--- config.mk ---
export PLATFORM = sky130hd
export DESIGN_NAME = isic_cell
export DESIGN_NICKNAME = d
export VERILOG_FILES = /design/src/isic_pkg.sv /design/src/isic_cell.sv
export SDC_FILE = /design/constraint.sdc
export NUM_CORES = 1
export LEC_CHECK = 0
export BUFFER_PORTS_ARGS = -buffer_cell sky130_fd_sc_hd__buf_2
export CAP_MARGIN = 30
export CORE_ASPECT_RATIO = 1.4
export CORE_MARGIN = 8
export CORE_UTILIZATION = 50
export CTS_BUF_LIST = sky130_fd_sc_hd__clkbuf_4 sky130_fd_sc_hd__clkbuf_8 sky130_fd_sc_hd__clkbuf_16
export CTS_CLUSTER_DIAMETER = 80
export DETAILED_ROUTE_END_ITERATION = 10
export PLACE_DENSITY = 0.76
export SYNTH_ARGS = -nofsm -noshare
export SYNTH_HDL_FRONTEND = slang
export SYNTH_SLANG_ARGS = --single-unit
--- constraint.sdc ---
create_clock -name clock -period 7.6 [get_ports clock]
set_input_delay 1.52 -clock clock [delete_from_list [all_inputs] [get_ports clock]]
set_output_delay 1.52 -clock clock [all_outputs]
set_load 0.01 [all_outputs]
--- src/isic_pkg.sv ---
package isic_pkg;

   // Fixed field widths of the request and response words.
   localparam int OPCODE_WIDTH = 2;
   localparam int BOUND_WIDTH  = 32;
   localparam int IDX_WIDTH    = 4;
   localparam int STATUS_WIDTH = 2;
   localparam int COUNT_WIDTH  = 5;
   localparam int TOTAL_WIDTH  = 33;

   localparam int CAPACITY_DEFAULT    = 16;
   localparam int VALUE_WIDTH_DEFAULT = 32;

   localparam logic [OPCODE_WIDTH-1:0] OP_ADD   = 2'd0;
   localparam logic [OPCODE_WIDTH-1:0] OP_CLEAR = 2'd1;
   localparam logic [OPCODE_WIDTH-1:0] OP_READ  = 2'd2;

   localparam logic [STATUS_WIDTH-1:0] ST_OK    = 2'd0;
   localparam logic [STATUS_WIDTH-1:0] ST_FULL  = 2'd1;
   localparam logic [STATUS_WIDTH-1:0] ST_EMPTY = 2'd2;

   // Command broadcast to every cell of the row.
   typedef struct packed {
      logic insert;
      logic merge;
      logic absorb;
   } isic_cmd_type;

endpackage

--- src/isic_cell.sv ---
module isic_cell #(
   parameter int VW = isic_pkg::VALUE_WIDTH_DEFAULT
) (
   input  logic                   clock,
   input  isic_pkg::isic_cmd_type cmd,
   input  logic signed [VW-1:0]   req_lo,
   input  logic signed [VW-1:0]   req_hi,
   input  logic                   occupied,
   input  logic                   right_occupied,
   input  logic                   left_below,
   input  logic signed [VW-1:0]   left_low,
   input  logic signed [VW-1:0]   left_high,
   input  logic signed [VW-1:0]   right_low,
   input  logic signed [VW-1:0]   right_high,
   output logic signed [VW-1:0]   low,
   output logic signed [VW-1:0]   high,
   output logic [VW:0]            length,
   output logic                   below,
   output logic                   touch,
   output logic                   absorb_hit
);
   import isic_pkg::*;

   localparam logic signed [VW:0] ONE = (VW+1)'(1);

   logic signed [VW-1:0] low_ff, low_in, high_ff, high_in;
   logic                 anchor_ff, anchor_in, after_ff, after_in;
   logic signed [VW:0]   low_x, high_x, lo_x, hi_x, right_low_x;
   logic                 above, anchor_now;

   assign low_x       = {low_ff[VW-1], low_ff};
   assign high_x      = {high_ff[VW-1], high_ff};
   assign lo_x        = {req_lo[VW-1], req_lo};
   assign hi_x        = {req_hi[VW-1], req_hi};
   assign right_low_x = {right_low[VW-1], right_low};

   // Widened by one bit so that the adjacency test cannot overflow.
   assign below      = occupied && ((high_x + ONE) < lo_x);
   assign above      = occupied && ((hi_x + ONE) < low_x);
   assign touch      = occupied && !below && !above;
   assign anchor_now = !below && left_below;
   assign absorb_hit = anchor_ff && right_occupied && !((high_x + ONE) < right_low_x);
   assign length     = high_x - low_x + ONE;

   assign low  = low_ff;
   assign high = high_ff;

   always_comb begin
      low_in    = low_ff;
      high_in   = high_ff;
      anchor_in = anchor_ff;
      after_in  = after_ff;
      if (cmd.insert) begin
         if (!below) begin
            if (anchor_now) begin
               low_in  = req_lo;
               high_in = req_hi;
            end else begin
               low_in  = left_low;
               high_in = left_high;
            end
         end
      end else if (cmd.merge) begin
         if (anchor_now) begin
            low_in  = (req_lo < low_ff) ? req_lo : low_ff;
            high_in = (req_hi > high_ff) ? req_hi : high_ff;
         end
         anchor_in = anchor_now;
         after_in  = !below && !anchor_now;
      end else if (cmd.absorb) begin
         // The anchor swallows its right neighbor; everything after it moves left.
         if (anchor_ff) begin
            high_in = (right_high > high_ff) ? right_high : high_ff;
         end else if (after_ff) begin
            low_in  = right_low;
            high_in = right_high;
         end
      end
   end

   always_ff @(posedge clock) begin
      low_ff    <= low_in;
      high_ff   <= high_in;
      anchor_ff <= anchor_in;
      after_ff  <= after_in;
   end

endmodule

==> metrics.txt <==
status finished, final reports clean; die height 196 µm; row cnt 66; later-pin clock latency in the skew report 0.36 ns; Final Non-Filler Cells 1972; register clock-pin slew on the reported worst setup and hold paths 0.06 ns; Design Area, Final 0.0136 mm²; CTS Hold Bufs 0; critical path type reg2out; I/O pins 299; Largest stage delay, worst path 0.56 ns; most common cell after layout, fill and taps aside buf_2; final wirelength 41000 µm; worst setup margin about 1.1 ns; Post-Syn Area ~0.012 mm²; first-pass GRT wire length 62500 µm; ranking of synthesized cells by area ha_1 28%, edfxtp_1 17%, a21oi_1 5.9%; Ys Warns 0; CTS tree done; commonest register cell after synthesis edfxtp_1; min-delay worst type reg2reg; initial core utilization 0.503; CTS Sinks 66; average wire per standard cell 20.8 µm; initial drt markers 673; area grow syn2layout 17.7%; Synth Area per Inst 8.37 µm²; number of synthesized flops with an enable pin 66; dpl ws around 1.1 ns; Slew @ Worst Pin ~0.95 ns; sequential element share of the synthesized area 0.171; peak supply drop 0.139 mV; ANT nets after route 0; Core Util, Final 0.592; CTS resizes 0; pwr dens approximately 240 mW/mm²; vias ~12000; MaxCap Viol Count 0; RSZ-0062 raised after global routing no; Critical Path End Type output port; Pre-Repair DR Iteration Count 5; Die ar. 0.0284 mm²; vias in the first global route 12100; #FFs+latches synth 66; Final Hold Viols 0; critical path arrival about 5 ns; crit-path cells and3_1 -> and2_1 -> nand4_1 -> nor2_1 -> nand2_1 -> or2_1 -> nor3_1 -> xnor2_1 -> ha_1 -> nor2b_1 -> o21ai_0 -> a31oi_1 -> o2111ai_1 -> nor4_1 -> nor4b_1 -> a221o_1 -> buf_2; Die X ~140 µm; post-synth top area share 0.276; gr usage total 0.284; Clock Path Buffers 2; most frequent cells in the layout 296 x buf_2, 256 x ha_1, 149 x inv_1; area leader, netlist ha_1; initial antenna violation count 3; post-synthesis cell type count 61; final slew viol count 0; CP max stage cell nor4_1; Final #Nets about 2100; post-route minimum period 6.52 ns; Mapped Nets 1840; vias per std cell between 5 and 6; Inst Count DP 1954; CP Launch Type flip-flop; HPWL Detailed 34600 µm; GR Overflow Total 0; Setup Buffers After CTS 0; Worst Skew 0.00782 ns; Placed Area 0.0134 mm²; cell count after synthesis 1384; setup TNS 0 ns; largest net degree at the start of global routing 99; Pleak 0.00702 µW; asr flop ratio synth 0; H-tree Lvls 3; buffers added on ports a little under 300; layout cells sized above 1 0.195; Slew HR 0.365; routability cong. 0.974; drc violations 0; TritonCTS Buffers 9; CORE AREA 0.0230 mm²; Root Driver clkbuf_16; Max FO, Critical Path 7; Worst EP required 6.08 ns; max frequency 153 MHz; fin crit share 0.858; Setup violations, final 0
-- metal layers --
layer | up-vias | share of wire | track usage
met2 | 434 | 0.51 | 0.505
li1 | 5679 | - | -
met3 | 101 | 0.063 | 0.0431
met4 | 6 | 0.040 | 0.133
met1 | 5531 | 0.39 | 0.323
met5 | - | 0.0011 | 0
-- report_power, final --
group          switching [µW]  total (µW)  internal [µW]
Sequential               92.4         606            514
Combinational            1320        2250            938
Clock                     173         397            224
Total                    1580        3260           1680
-- state kept, by name, summed over array words and instances (netlist names) --
| name | cells |
|---|---|
| high | 32 |
| low | 32 |
| after_ff | 1 |
| anchor_ff | 1 |
-- area by class of cell --
cell class                 instances  area, µm²
antenna                            1       2.50
clock buffer                      11        240
clock inverter                     5       21.3
fill                            2132       9400
inverter                         149        559
multi-input combinational       1129       8880
sequential                        66       1980
tap                              306        383
timing repair buffer             305       1570
-- kinds of logic (layout without fill, tap and decap cells) --
group,Yosys count,in the layout,share of synthesized area
AO/OA/AOI/OAI,386,386,0.214
flip-flops,66,66,0.171
adder cells (fa/ha/maj),257,257,0.278
AND/OR/NAND/NOR,336,336,0.151
multiplexers,65,65,0.0561
other,0,1,0
buffers and inverters,189,470,0.0654
XOR/XNOR,85,85,0.0642
-- synthesized netlist by cell type (7+ instances only) --
cell and count:
o21a_1 14, a211oi_1 67, nand3_1 28, nand2b_1 7
nand2_1 54, a31oi_1 10, o211ai_1 9, edfxtp_1 66
xor2_1 16, and4_1 7, a21oi_1 136, o21ai_0 44
nand4_1 50, a21o_1 58, and3_1 13, mux2i_1 65
ha_1 256, nor2b_1 53, nor2_1 81, xnor2_1 69
nor3_1 16, inv_1 149, clkbuf_1 33
-- through the flow --
step | hold WS, ns | power (µW)
after CTS | 0.957 | 3250
after global placement | 0.940 | 2800
final | 0.955 | 3260
after floorplan | 1.17 | 2060
after global routing | 0.993 | 3520
after detailed placement | 0.944 | 2840
-- path summary, 6_finish.rpt --
kind,from,endpoint,slack (ns),cells after the start
min reg2reg,after_ff,low[1],0.95,3
max,high[2],absorb_hit,1.08,17
min,after_ff,low[1],0.95,3
max reg2reg,high[0],high[15],1.76,16
-- critical path: cells and delay by family (launching register included) --
| kind | cells | cell delay, ns |
|---|---|---|
| XOR/XNOR | 1 | 0.13 |
| flip-flops | 1 | 0.53 |
| buffers and inverters | 1 | 0.15 |
| AO/OA/AOI/OAI | 4 | 0.74 |
| adder cells (fa/ha/maj) | 1 | 0.31 |
| AND/OR/NAND/NOR | 10 | 2.78 |
Power figures use the tool's default switching activity.
